[src/hw/rtl/dq_pkg.sv]
// shared types and codes for the double-ended queue
package dq_pkg;

   localparam int VALUE_W = 32;

   // action codes
   localparam logic [2:0] ACT_PUSH_FRONT = 3'd0;
   localparam logic [2:0] ACT_POP_FRONT  = 3'd1;
   localparam logic [2:0] ACT_PUSH_BACK  = 3'd2;
   localparam logic [2:0] ACT_POP_BACK   = 3'd3;
   localparam logic [2:0] ACT_LIST_FWD   = 3'd4;
   localparam logic [2:0] ACT_LIST_BWD   = 3'd5;

   // result status codes
   localparam logic [1:0] STAT_OK    = 2'd0;
   localparam logic [1:0] STAT_EMPTY = 2'd1;
   localparam logic [1:0] STAT_FULL  = 2'd2;

   typedef struct packed {
      logic [2:0]                action;
      logic signed [VALUE_W-1:0] value;
   } req_type;

   typedef struct packed {
      logic signed [VALUE_W-1:0] value_res;
      logic [1:0]                status;
      logic                      last;
   } rsp_type;

   // controller to datapath
   typedef struct packed {
      logic       push_front;
      logic       push_back;
      logic       pop_front;
      logic       pop_back;
      logic       list_start;
      logic       list_fwd;
      logic       list_next;
      logic       emit_status;
      logic       emit_data;
      logic [1:0] status;
   } dq_cmd_type;

   // datapath to controller
   typedef struct packed {
      logic rsp_free;
      logic empty;
      logic full;
      logic list_last;
   } dq_stat_type;

endpackage

[src/hw/rtl/double_ended_queue.sv]
// top level of the bounded double-ended queue
//
//   channel  direction  handshake             word
//   req      in         req_valid/req_stall   dq_pkg::req_type (action, value)
//   rsp      out        rsp_valid/rsp_stall   dq_pkg::rsp_type (value_res, status, last)
//
// a push or pop loads one word into the output register
// a listing of n values starts with one ram read, then gives one word per cycle while the output can move;
// the read ahead is set by the single registered read port of the slot ram
// reset clears the front pointer, the count and the output valid bit; slots need no clear
// req_stall is high during a listing and while a stalled output word cannot move
module double_ended_queue #(
   parameter int DEPTH = 32
) (
   input  logic            clock,
   input  logic            reset,
   input  logic            req_valid,
   output logic            req_stall,
   input  dq_pkg::req_type req_data,
   output logic            rsp_valid,
   input  logic            rsp_stall,
   output dq_pkg::rsp_type rsp_data
);

   dq_pkg::dq_cmd_type  cmd;
   dq_pkg::dq_stat_type stat;

   dq_ctrl u_ctrl (
      .clock      (clock),
      .reset      (reset),
      .req_valid  (req_valid),
      .req_action (req_data.action),
      .req_stall  (req_stall),
      .stat       (stat),
      .cmd        (cmd)
   );

   dq_dp #(
      .DEPTH (DEPTH)
   ) u_dp (
      .clock     (clock),
      .reset     (reset),
      .cmd       (cmd),
      .stat      (stat),
      .req_data  (req_data),
      .rsp_stall (rsp_stall),
      .rsp_valid (rsp_valid),
      .rsp_data  (rsp_data)
   );

endmodule

[src/hw/rtl/dq_ram.sv]
// generic single-write, single-read ram with registered read
module dq_ram #(
   parameter int WIDTH = 32,
   parameter int DEPTH = 32
) (
   input  logic                     clock,
   input  logic                     wr_en,
   input  logic [$clog2(DEPTH)-1:0] wr_addr,
   input  logic [WIDTH-1:0]         wr_data,
   input  logic                     rd_en,
   input  logic [$clog2(DEPTH)-1:0] rd_addr,
   output logic [WIDTH-1:0]         rd_data
);

   logic [WIDTH-1:0] mem_ff [DEPTH];
   logic [WIDTH-1:0] rd_data_ff;

   always_ff @(posedge clock) begin
      if (wr_en) begin
         mem_ff[wr_addr] <= wr_data;
      end
      if (rd_en) begin
         rd_data_ff <= mem_ff[rd_addr];
      end
   end

   assign rd_data = rd_data_ff;

endmodule

[src/hw/rtl/dq_dp.sv]
// datapath: ring pointers, slot ram, listing walker and output register
module dq_dp #(
   parameter int DEPTH = 32
) (
   input  logic                clock,
   input  logic                reset,
   input  dq_pkg::dq_cmd_type  cmd,
   output dq_pkg::dq_stat_type stat,
   input  dq_pkg::req_type     req_data,
   input  logic                rsp_stall,
   output logic                rsp_valid,
   output dq_pkg::rsp_type     rsp_data
);

   localparam int IDX_W = $clog2(DEPTH);
   localparam int CNT_W = $clog2(DEPTH + 1);
   localparam int SUM_W = IDX_W + 1;

   logic [IDX_W-1:0] front_ff, front_in;
   logic [CNT_W-1:0] count_ff, count_in;
   logic [IDX_W-1:0] ptr_ff, ptr_in;
   logic [IDX_W-1:0] rem_ff, rem_in;
   logic             fwd_ff, fwd_in;
   logic             rsp_valid_ff, rsp_valid_in;
   dq_pkg::rsp_type  rsp_data_ff, rsp_data_in;

   logic [IDX_W-1:0]          front_dec, tail_pos, back_pos, start_pos, ptr_step;
   logic                      wr_en, rd_en;
   logic [IDX_W-1:0]          wr_addr, rd_addr;
   logic [dq_pkg::VALUE_W-1:0] rd_data;

   function automatic logic [IDX_W-1:0] wrap_pos(input logic [SUM_W-1:0] s);
      if (s >= SUM_W'(DEPTH)) begin
         return IDX_W'(s - SUM_W'(DEPTH));
      end
      return IDX_W'(s);
   endfunction

   function automatic logic [IDX_W-1:0] inc_pos(input logic [IDX_W-1:0] p);
      return (p == IDX_W'(DEPTH - 1)) ? '0 : IDX_W'(p + 1'b1);
   endfunction

   function automatic logic [IDX_W-1:0] dec_pos(input logic [IDX_W-1:0] p);
      return (p == '0) ? IDX_W'(DEPTH - 1) : IDX_W'(p - 1'b1);
   endfunction

   assign front_dec = dec_pos(front_ff);
   assign tail_pos  = wrap_pos(SUM_W'(front_ff) + SUM_W'(count_ff));
   // only used while count is nonzero
   assign back_pos  = wrap_pos(SUM_W'(front_ff) + SUM_W'(count_ff) - SUM_W'(1));
   assign start_pos = cmd.list_fwd ? front_ff : back_pos;
   assign ptr_step  = fwd_ff ? inc_pos(ptr_ff) : dec_pos(ptr_ff);

   always_comb begin
      wr_en    = 1'b0;
      wr_addr  = tail_pos;
      front_in = front_ff;
      count_in = count_ff;
      if (cmd.push_front) begin
         wr_en    = 1'b1;
         wr_addr  = front_dec;
         front_in = front_dec;
         count_in = count_ff + CNT_W'(1);
      end
      if (cmd.push_back) begin
         wr_en    = 1'b1;
         count_in = count_ff + CNT_W'(1);
      end
      if (cmd.pop_front) begin
         front_in = inc_pos(front_ff);
         count_in = count_ff - CNT_W'(1);
      end
      if (cmd.pop_back) begin
         count_in = count_ff - CNT_W'(1);
      end
   end

   // listing walker: read issued ahead of the output load
   assign rd_en   = cmd.list_start | cmd.list_next;
   assign rd_addr = cmd.list_start ? start_pos : ptr_step;

   always_comb begin
      ptr_in = ptr_ff;
      rem_in = rem_ff;
      fwd_in = fwd_ff;
      if (cmd.list_start) begin
         ptr_in = start_pos;
         rem_in = IDX_W'(count_ff - CNT_W'(1));
         fwd_in = cmd.list_fwd;
      end else if (cmd.list_next) begin
         ptr_in = ptr_step;
         rem_in = rem_ff - IDX_W'(1);
      end
   end

   always_comb begin
      rsp_data_in  = rsp_data_ff;
      rsp_valid_in = rsp_valid_ff & rsp_stall;
      if (cmd.emit_status) begin
         rsp_valid_in          = 1'b1;
         rsp_data_in.value_res = '0;
         rsp_data_in.status    = cmd.status;
         rsp_data_in.last      = 1'b1;
      end else if (cmd.emit_data) begin
         rsp_valid_in          = 1'b1;
         rsp_data_in.value_res = rd_data;
         rsp_data_in.status    = dq_pkg::STAT_OK;
         rsp_data_in.last      = (rem_ff == '0);
      end
   end

   always_ff @(posedge clock) begin
      if (reset) begin
         front_ff     <= '0;
         count_ff     <= '0;
         rsp_valid_ff <= 1'b0;
      end else begin
         front_ff     <= front_in;
         count_ff     <= count_in;
         rsp_valid_ff <= rsp_valid_in;
      end
      ptr_ff      <= ptr_in;
      rem_ff      <= rem_in;
      fwd_ff      <= fwd_in;
      rsp_data_ff <= rsp_data_in;
   end

   dq_ram #(
      .WIDTH (dq_pkg::VALUE_W),
      .DEPTH (DEPTH)
   ) u_slots (
      .clock   (clock),
      .wr_en   (wr_en),
      .wr_addr (wr_addr),
      .wr_data (req_data.value),
      .rd_en   (rd_en),
      .rd_addr (rd_addr),
      .rd_data (rd_data)
   );

   assign stat.rsp_free  = ~rsp_valid_ff | ~rsp_stall;
   assign stat.empty     = (count_ff == '0);
   assign stat.full      = (count_ff == CNT_W'(DEPTH));
   assign stat.list_last = (rem_ff == '0);

   assign rsp_valid = rsp_valid_ff;
   assign rsp_data  = rsp_data_ff;

endmodule

[src/hw/rtl/dq_ctrl.sv]
// controller: decodes actions and sequences listings
module dq_ctrl (
   input  logic                clock,
   input  logic                reset,
   input  logic                req_valid,
   input  logic [2:0]          req_action,
   output logic                req_stall,
   input  dq_pkg::dq_stat_type stat,
   output dq_pkg::dq_cmd_type  cmd
);

   localparam logic S_IDLE = 1'b0;
   localparam logic S_LIST = 1'b1;

   logic state_ff, state_in;
   logic accept;

   assign req_stall = (state_ff != S_IDLE) | ~stat.rsp_free;
   assign accept    = req_valid & ~req_stall;

   always_comb begin
      cmd      = '0;
      cmd.status = dq_pkg::STAT_OK;
      state_in = state_ff;
      unique case (state_ff)
         S_IDLE: begin
            if (accept) begin
               unique case (req_action)
                  dq_pkg::ACT_PUSH_FRONT, dq_pkg::ACT_PUSH_BACK: begin
                     cmd.emit_status = 1'b1;
                     if (stat.full) begin
                        cmd.status = dq_pkg::STAT_FULL;
                     end else begin
                        cmd.push_front = (req_action == dq_pkg::ACT_PUSH_FRONT);
                        cmd.push_back  = (req_action == dq_pkg::ACT_PUSH_BACK);
                     end
                  end
                  dq_pkg::ACT_POP_FRONT, dq_pkg::ACT_POP_BACK: begin
                     cmd.emit_status = 1'b1;
                     if (stat.empty) begin
                        cmd.status = dq_pkg::STAT_EMPTY;
                     end else begin
                        cmd.pop_front = (req_action == dq_pkg::ACT_POP_FRONT);
                        cmd.pop_back  = (req_action == dq_pkg::ACT_POP_BACK);
                     end
                  end
                  dq_pkg::ACT_LIST_FWD, dq_pkg::ACT_LIST_BWD: begin
                     if (stat.empty) begin
                        cmd.emit_status = 1'b1;
                        cmd.status      = dq_pkg::STAT_EMPTY;
                     end else begin
                        cmd.list_start = 1'b1;
                        cmd.list_fwd   = (req_action == dq_pkg::ACT_LIST_FWD);
                        state_in       = S_LIST;
                     end
                  end
                  default: begin
                     // unused codes are dropped
                  end
               endcase
            end
         end
         S_LIST: begin
            if (stat.rsp_free) begin
               cmd.emit_data = 1'b1;
               if (stat.list_last) begin
                  state_in = S_IDLE;
               end else begin
                  cmd.list_next = 1'b1;
               end
            end
         end
         default: begin
            state_in = S_IDLE;
         end
      endcase
   end

   always_ff @(posedge clock) begin
      if (reset) begin
         state_ff <= S_IDLE;
      end else begin
         state_ff <= state_in;
      end
   end

endmodule
[config.mk]
export PLATFORM = sky130hd
export DESIGN_NAME = double_ended_queue
export DESIGN_NICKNAME = d
export VERILOG_FILES = /design/src/hw/rtl/dq_pkg.sv /design/src/hw/rtl/double_ended_queue.sv /design/src/hw/rtl/dq_ram.sv /design/src/hw/rtl/dq_dp.sv /design/src/hw/rtl/dq_ctrl.sv
export SDC_FILE = /design/constraint.sdc
export NUM_CORES = 1
export LEC_CHECK = 0
export ABC_CLOCK_PERIOD_IN_PS = 6550
export BUFFER_PORTS_ARGS = -buffer_cell sky130_fd_sc_hd__buf_2
export CORE_MARGIN = 2
export CORE_UTILIZATION = 39
export DETAILED_ROUTE_END_ITERATION = 6
export PLACE_DENSITY_LB_ADDON = 0.1
export SLEW_MARGIN = 20
export SYNTH_ARGS = -nofsm -noshare
export SYNTH_HDL_FRONTEND = slang
export SYNTH_HIERARCHICAL = 1
export SYNTH_SLANG_ARGS = --single-unit
[constraint.sdc]
create_clock -name clock -period 6.55 [get_ports clock]
set_input_delay 1.31 -clock clock [delete_from_list [all_inputs] [get_ports clock]]
set_output_delay 1.31 -clock clock [all_outputs]
set_load 0.01 [all_outputs]
==> results.yml, run 1 <==
yosys:
  synthTopCellsByArea: "edfxtp_1 73%, mux2i_1 12%, dfxtp_1 2.1%"
  yosys_most_used_dff: "edfxtp_1"
  synthCells: 2622
  synth_top_cell_by_area: "edfxtp_1"
  ys_types: 58
  synth.top_cells.by_count: "1069 x edfxtp_1, 549 x mux2i_1, 116 x a21oi_1, 113 x nand2_1, 103 x nand3_1"
  netlist.area_leader.share_pct: 72.8
  synth_fp_nets: 2677
  synth-edff-count: 1069
  netlist_area_um2: 44100
  ys_seq_area_share_pct: 74.9
  yosysMostFrequentCell: "edfxtp_1"
  yosysWarnings: 6
  syn_area_per_cell_um2: 16.8
  async_reset_ff_share_pct: 0
  synth.ff_latch_count: 1115
job:
  maxCapViolations: 0
routing:
  firstDrtPassIters: 5
  wirelength_um: 119000
  ant_nets: 0
  drt_iter0_markers: 1867
  wire_per_inst_um: 27.2
  via_count: 23700
  via_per_inst: 5.40
  route.detailed.drc: 0
clocking:
  cts.path.max_buffers: 3
  cts_root_buf: "clkbuf_16"
  ctsHoldBuffers: 0
  clock_latency_ns: 0.71
  post_cts_buffers: 0
  cts_tree: "built"
  cts_resized: 0
  cts_buffers: 118
  htree_levels: 3
  clock-sinks: 1115
  clkTransAtPathRegs_ns: 0.06
setup_path:
  startpoint: "u_dp/count_ff[0]"
  reg2reg_from: "u_dp/count_ff[0]"
  path_class: "flip-flop to flip-flop"
  path_max_fanout: 19
  reg2reg_depth: 13
  worstPathArrival_ns: 5.37
  worstSetupStartpointType: "flip-flop"
  crit_required_ns: 6.93
  critPathCaptureType: "flip-flop"
grt:
  grt_use_total_pct: 20.4
  grt_max_degree: 59
  grt_pass1_wl_um: 172000
  grt_overflow: 0
  grt_pass1_vias: 24000
  antenna_found_initial: 1
placement:
  hpwl_um: 69200
  place_area_um2: 47000
  numPortBuffers: 75
  dp.cells: 4169
  gp_congestion: 0.755
pwr:
  irDropWorstVdd_uv: 216
  total_power_mw: 15.8
  cellPowerDensity_nw_per_um2: 311
  p_leak_nw: 17.8
floorplan:
  ios: 76
  rows: 123
  die_w_um: 340
  core_area_um2: 112000
  initial_core_util_pct: 39.2
  die_h_um: 340
  dieArea_um2: 116000
final_layout:
  drive_gt1_share_pct: 14.4
  nets: 2844
  nFillCells: 9781
  design_area_um2: 50900
  num_antenna_cells: 0
  area_growth_pct: 15.5
  fin_cells: 4392
  fin_util_pct: 45.3
min_path:
  hp-class: "flip-flop to flip-flop"
  min_from: "u_dp/u_slots/rd_data[27]"
  holdPathStages: 2
sta:
  hold_viol_final: 0
  min_period_ns: 4.99
  worst_slew_pin_slew_ns: 1.00
  fin_setup_tns_ns: 0
  min_period_over_period_pct: 76.1
  grt_setup_unrepaired: "false"
  maxSlewViolCount: 0
  finClkSkew_ns: 0.0317
  relSlewSlack_pct: 33.3
  fmax_mhz: 201
  setup-violations-final: 0
outcome:
  status: "complete, no violations"
==> cell usage in the layout, fill, tap and decap left out, types with 32 or more instances in the layout <==
cell type,synthesis,routed
mux2i_1,549,549
a22oi_1,97,97
buf_2,27,75
dfxtp_1,46,46
a31oi_1,32,32
clkbuf_1,61,40
edfxtp_1,1069,1069
a22o_1,64,64
clkbuf_16,0,119
nor2_1,95,62
nor3_1,49,49
nand2_1,113,112
buf_4,33,88
nand3_1,103,103
a21oi_1,116,114
nor2_4,0,33
==> final timing paths <==
kind,to,slack [ns]
worst min register to register,u_dp/rsp_data[30],0.48
worst max-delay path,u_dp/u_slots/rd_data[11],1.56
worst min-delay path,u_dp/rsp_data[30],0.48
worst max register to register,u_dp/u_slots/rd_data[11],1.56
==> registers in the layout (all words and copies together), names as in the netlist <==
register,cells
u_dp/rem_ff,5
u_dp/front_ff,5
u_dp/count_ff,6
u_ctrl/state_ff,1
u_dp/rsp_data,35
u_dp/u_slots/rd_data,32
u_dp/ptr_ff,5
u_dp/rsp_valid,1
u_dp/u_slots/mem_ff,1024
u_dp/fwd_ff,1
==> critical path, stage by stage (launching register included) <==
cell and delay, ns:
dfxtp_1 0.45, inv_1 0.11, ha_1 0.25, nand2_1 0.16
nor3_1 0.12, nand4bb_1 0.33, nor2_1 0.71, o21ai_0 0.52
nor2_4 0.84, buf_4 0.45, a22o_1 0.20, nor3_1 0.05
a31oi_1 0.24, nand3_1 0.22
==> kinds of logic after synthesis <==
family	Yosys count	share of synthesized area, %
compound gates	346	5.31
xor+xnor	20	0.446
fa+ha+maj	16	0.471
flops	1115	74.9
simple gates	411	4.34
mux	549	12.5
buf+inv	165	2.04
==> area by class of cell <==
| cell class | instances | area [µm²] | area share, % |
|---|---|---|---|
| clock buffer | 166 | 3220 | 6.33 |
| tap | 1500 | 1880 | 3.69 |
| sequential | 1115 | 33000 | 64.8 |
| timing repair buffer | 193 | 1640 | 3.21 |
| multi-input combinational | 1342 | 10400 | 20.5 |
| inverter | 19 | 71.3 | 0.140 |
| clock inverter | 57 | 649 | 1.28 |
==> layer usage <==
metal  up-vias  wire length (µm)  track usage (%)  part of all wire (%)
li1      10600                 -                -                     -
met1     12500             54000             28.3                    45
met2       528             58400             34.3                    49
met3       132              4800             2.65                   4.0
met4         0              2080             4.80                   1.7
met5         -                 0                0                     0
==> through the flow <==
| step | worst slack (ns) | hold slack, ns |
|---|---|---|
| CTS | 1.56 | 0.483 |
| global route | 1.15 | 0.500 |
| detailed placement | 1.19 | 0.471 |
| global placement | 1.28 | 0.466 |
| floorplan | 1.50 | 0.456 |
| finish | 1.56 | 0.481 |
==> report_power, final <==
group / internal [mW] / switching [mW] / total (mW)
registers: 7.89 / 0.0337 / 7.92
logic: 0.432 / 0.847 / 1.28
clock network: 3.91 / 2.73 / 6.64
total: 12.2 / 3.62 / 15.8
No activity file was read; power rests on OpenSTA's default activity.
==> run 2: changes to the inputs <==
ABC_CLOCK_PERIOD_IN_PS = 4500   (was 6550)
clock period = 4.5 ns   (was 6.55 ns; I/O delays follow)
==> results.yml, run 2 (synthesis gave the netlist of run 1 again) <==
clocking:
  clkTransAtPathRegs_ns: 0.06
  post_cts_buffers: 0
  cts.path.max_buffers: 3
  cts_root_buf: "clkbuf_16"
  clock_latency_ns: 0.73
  cts_resized: 0
  ctsHoldBuffers: 0
  htree_levels: 3
  clock-sinks: 1115
  cts_tree: "built"
  cts_buffers: 118
routing:
  route.detailed.drc: 0
  ant_nets: 0
  wire_per_inst_um: 27.2
  via_count: 23900
  drt_iter0_markers: 1901
  wirelength_um: 120000
  via_per_inst: 5.42
  firstDrtPassIters: 5
placement:
  numPortBuffers: 75
  gp_congestion: 0.788
  hpwl_um: 71800
  dp.cells: 4183
grt:
  grt_pass1_wl_um: 171000
  antenna_found_initial: 3
  grt_pass1_vias: 23900
  grt_use_total_pct: 20.5
  grt_overflow: 0
  grt_max_degree: 70
pwr:
  p_leak_nw: 17.9
  irDropWorstVdd_uv: 343
  total_power_mw: 22.8
  cellPowerDensity_nw_per_um2: 446
floorplan:
  core_area_um2: 112000
  rows: 123
  die_h_um: 340
  die_w_um: 340
  ios: 76
  dieArea_um2: 116000
  initial_core_util_pct: 39.2
final_layout:
  area_growth_pct: 16.2
  fin_cells: 4402
  seq_area_um2: 33000
  largest_reg_flops: 1024
  multiInputGateArea_um2: 10500
  nets: 2858
  drive_gt1_share_pct: 15.1
  largest_register: "u_dp/u_slots/mem_ff"
  layout_commonest_cell: "edfxtp_1"
  nFillCells: 9838
  final_cell_mix: "1069 x edfxtp_1, 549 x mux2i_1, 119 x clkbuf_16"
setup_path:
  path_max_fanout: 22
  reg2reg_to: "u_dp/u_slots/rd_data[28]"
  startpoint: "u_dp/front_ff[0]"
  endpoint: "u_dp/u_slots/rd_data[28]"
  worst-path-stages: 14
  worst-r2r-setup-slack_ns: 0.30
  crit_required_ns: 5.09
  reg2reg_from: "u_dp/front_ff[0]"
  reg2reg_depth: 14
  cp_num_buf_inv: 2
  max_stage_delay_ns: 0.50
  worstSetupStartpointType: "flip-flop"
  cp_top_family: "simple AND/OR/NAND/NOR gates"
  path_cells: "ha_1 -> fa_1 -> inv_1 -> ha_1 -> nand2b_4 -> a2111oi_2 -> nor4_1 -> o21ai_0 -> or3b_1 -> or2_2 -> buf_12 -> nor3_1 -> a31oi_1 -> nand3_1"
  critPathCaptureType: "flip-flop"
  worstPathArrival_ns: 4.79
  cp_slowest_cell: "or2_2"
  path_class: "flip-flop to flip-flop"
  path_common_cell: "ha_1"
sta:
  timing.hold.ws_ns: 0.494
  finClkSkew_ns: 0.0459
  hold_viol_final: 0
  setup-violations-final: 0
  min_period_over_period_pct: 93.3
  maxSlewViolCount: 0
  worst_slew_pin_slew_ns: 0.914
  fmax_mhz: 238
  relSlewSlack_pct: 38.4
  grt_setup_unrepaired: "false"
  min_period_ns: 4.20
min_path:
  hp-class: "flip-flop to flip-flop"
outcome:
  status: "complete, no violations"
job:
  maxCapViolations: 0
## run 2: worst reg2reg max path, delay by kind of cell, from the launching register on
kind	cells	cell delay, ns
AOI/OAI and AO/OA	3	0.59
adders and majority gates	3	0.99
buffers and inverters	2	0.34
DFF	1	0.48
and+or+nand+nor	6	1.66
## run 2: worst min-delay path by stage
stage,from,end,depth (start not counted),slack [ns]
floorplan,u_dp/u_slots/rd_data[15],u_dp/rsp_data[18],2,0.46
detailed placement,u_dp/rsp_data[21],u_dp/rsp_data[21],2,0.48
finish,u_dp/rsp_data[25],u_dp/rsp_data[25],2,0.49
global route,u_dp/u_slots/rd_data[11],u_dp/rsp_data[14],2,0.52
global placement,u_dp/rsp_data[13],u_dp/rsp_data[13],2,0.47
CTS,req_data[33],u_ctrl/state_ff,3,0.49
## run 2: layout make-up
class / count / area share, %
antenna: 1 / 0.00489
clock buffer: 139 / 5.96
clock inverter: 79 / 1.39
inverter: 19 / 0.139
multi-input combinational: 1342 / 20.5
sequential: 1115 / 64.5
tap: 1500 / 3.66
timing repair buffer: 207 / 3.90
## run 2: power breakdown
part | internal (mW) | leakage (nW) | switching [mW]
registers | 11.5 | 9.99 | 0.0571
clock network | 5.36 | 1.85 | 4.02
logic | 0.658 | 6.08 | 1.26
## run 2: stage by stage
stage               util, %  area (µm²)  setup WS, ns  setup TNS (ns)
floorplan                 -       44100        -0.141          -27.16
global placement       42.2       47400         0.146               0
detailed placement     42.2       47400        0.0828               0
CTS                    45.5       51200         0.103               0
global route           45.6       51200        0.0411               0
finish                 45.6       51200         0.303               0
## run 2: metal layers
layer	vias up	GRT usage [%]	part of all wire [%]
li1	10600	-	-
met1	12500	29.0	45
met2	596	33.4	48
met3	156	3.08	4.7
met4	0	5.39	2.1
met5	-	0	0
==> run 3: changes to the inputs <==
--- a/config.mk
+++ b/config.mk
@@ -7,4 +7,3 @@
 export LEC_CHECK = 0
-export ABC_CLOCK_PERIOD_IN_PS = 4500
-export BUFFER_PORTS_ARGS = -buffer_cell sky130_fd_sc_hd__buf_2
+export ABC_CLOCK_PERIOD_IN_PS = 5050
 export CORE_MARGIN = 2
@@ -12,2 +11,3 @@
 export DETAILED_ROUTE_END_ITERATION = 6
+export DONT_BUFFER_PORTS = 1
 export PLACE_DENSITY_LB_ADDON = 0.1
==> constraint.sdc (replaced) <==
create_clock -name clock -period 5.05 [get_ports clock]
set_input_delay 0.505 -clock clock [delete_from_list [all_inputs] [get_ports clock]]
set_output_delay 0.505 -clock clock [all_outputs]
set_load 0.01 [all_outputs]
==> results.yml, run 3 (synthesis gave the netlist of run 1 again) <==
routing:
  firstDrtPassIters: 5
  wire_per_inst_um: 27.4
  wirelength_um: 119000
  via_per_inst: 5.38
  via_count: 23300
  ant_nets: 0
  route.detailed.drc: 0
  drt_iter0_markers: 1700
placement:
  dp.cells: 4074
  gp_congestion: 0.795
  place_area_um2: 46600
  hpwl_um: 66100
  numPortBuffers: 0
pwr:
  p_leak_nw: 17.6
  irDropWorstVdd_uv: 259
  cellPowerDensity_nw_per_um2: 398
min_path:
  hp-class: "primary input to flip-flop"
  holdPathEnd: "u_dp/rsp_data[4]"
  holdPathStages: 2
  min_from: "req_data[34]"
grt:
  grt_pass1_vias: 23800
  grt_pass1_wl_um: 171000
  grt_max_degree: 112
  grt_use_total_pct: 20.4
  grt_overflow: 0
  antenna_found_initial: 4
clocking:
  cts_buffers: 118
  cts_resized: 0
  cts_root_buf: "clkbuf_16"
  clock_latency_ns: 0.71
  ctsHoldBuffers: 34
  post_cts_buffers: 0
  clock-sinks: 1115
  clkTransAtPathRegs_ns: 0.06
  cts_tree: "built"
  cts.path.max_buffers: 3
  htree_levels: 3
setup_path:
  reg2reg_from: "u_dp/count_ff[0]"
  reg2reg_to: "u_dp/u_slots/rd_data[0]"
  worst-r2r-setup-slack_ns: 0.43
  startpoint: "u_dp/count_ff[0]"
  critPathCaptureType: "flip-flop"
  path_class: "flip-flop to flip-flop"
  crit_required_ns: 5.47
  path_max_fanout: 46
  worstSetupStartpointType: "flip-flop"
  worstPathArrival_ns: 5.04
  reg2reg_depth: 17
final_layout:
  drive_gt1_share_pct: 12.3
  design_area_um2: 50800
  area_growth_pct: 15.4
  layout_commonest_cell: "edfxtp_1"
  seq_area_um2: 33000
  final_cell_mix: "1069 x edfxtp_1, 549 x mux2i_1, 120 x clkbuf_16"
  fin_cells: 4334
  largest_reg_flops: 1024
  nFillCells: 9791
  nets: 2783
  largest_register: "u_dp/u_slots/mem_ff"
  multiInputGateArea_um2: 10400
  fin_util_pct: 45.3
floorplan:
  die_w_um: 340
  ios: 76
  rows: 123
  die_h_um: 340
  initial_core_util_pct: 39.2
  dieArea_um2: 116000
  core_area_um2: 112000
sta:
  maxSlewViolCount: 0
  hold_viol_final: 0
  fin_setup_tns_ns: 0
  min_period_ns: 4.62
  fmax_mhz: 216
  finClkSkew_ns: 0.0357
  min_period_over_period_pct: 91.5
  setup-violations-final: 0
  worst_slew_pin_slew_ns: 1.09
  grt_setup_unrepaired: "false"
  relSlewSlack_pct: 27.2
job:
  maxCapViolations: 0
outcome:
  status: "complete, no violations"
-- run 3: cell count changes in the layout (fill, tap and decap cells not counted), moves of 7 or more --
cell      change
clkbuf_1     +14
buf_12        +7
clkbuf_8      +8
buf_2        -66
buf_4        -20
-- run 3: critical path, stage by stage (launching register included) --
cell and delay (ns):
dfxtp_1 0.44, inv_1 0.11, ha_1 0.25, nand2_1 0.15, nor3_1 0.10, nand4bb_1 0.33, nor2_1 0.41, buf_4 0.26
a211oi_1 0.08, a21oi_4 0.22, buf_12 0.19, buf_12 0.33, buf_4 0.38, mux2i_1 0.23, a22o_1 0.15, nor3_1 0.05
a31oi_1 0.46, nand3_1 0.13
-- run 3: power by group --
part           switching, mW  internal (mW)
combinational           1.07          0.567
sequential            0.0643           10.2
clock                   3.54           4.78
-- run 3: worst max path at each step --
stage | to | slack [ns] | depth (start not counted)
after floorplan | u_dp/u_slots/mem_ff[17][0] | 0.50 | 12
after global placement | u_dp/u_slots/rd_data[0] | 0.56 | 17
after detailed placement | u_dp/u_slots/rd_data[0] | 0.52 | 17
after CTS | u_dp/u_slots/rd_data[0] | 0.51 | 17
after global routing | u_dp/u_slots/rd_data[0] | 0.21 | 17
final | u_dp/u_slots/rd_data[0] | 0.43 | 17
-- run 3: routing by layer --
metal	track usage, %	up-vias	part of all wire (%)
met5	0	-	0.0076
met3	2.88	130	4.0
met1	27.7	12200	45
met4	4.66	2	1.7
met2	34.8	456	50
li1	-	10500	-
-- run 3: layout make-up --
cell class | instances | share of cell area [%]
clock inverters | 63 | 0.982
well taps | 1500 | 3.69
multi-input cells | 1342 | 20.5
clock buffers | 162 | 6.37
flip-flops and latches | 1115 | 65.0
diodes | 1 | 0.00492
repair buffers | 132 | 3.31
inverters | 19 | 0.140
-- run 3: stage by stage --
step	setup WS [ns]	total power [mW]	hold WS [ns]
after floorplan	0.498	11.4	0.456
after global placement	0.564	12.0	0.470
after detailed placement	0.516	12.0	0.478
after CTS	0.508	20.5	0.0264
after global routing	0.209	21.0	0.0533
final	0.429	20.3	0.0682
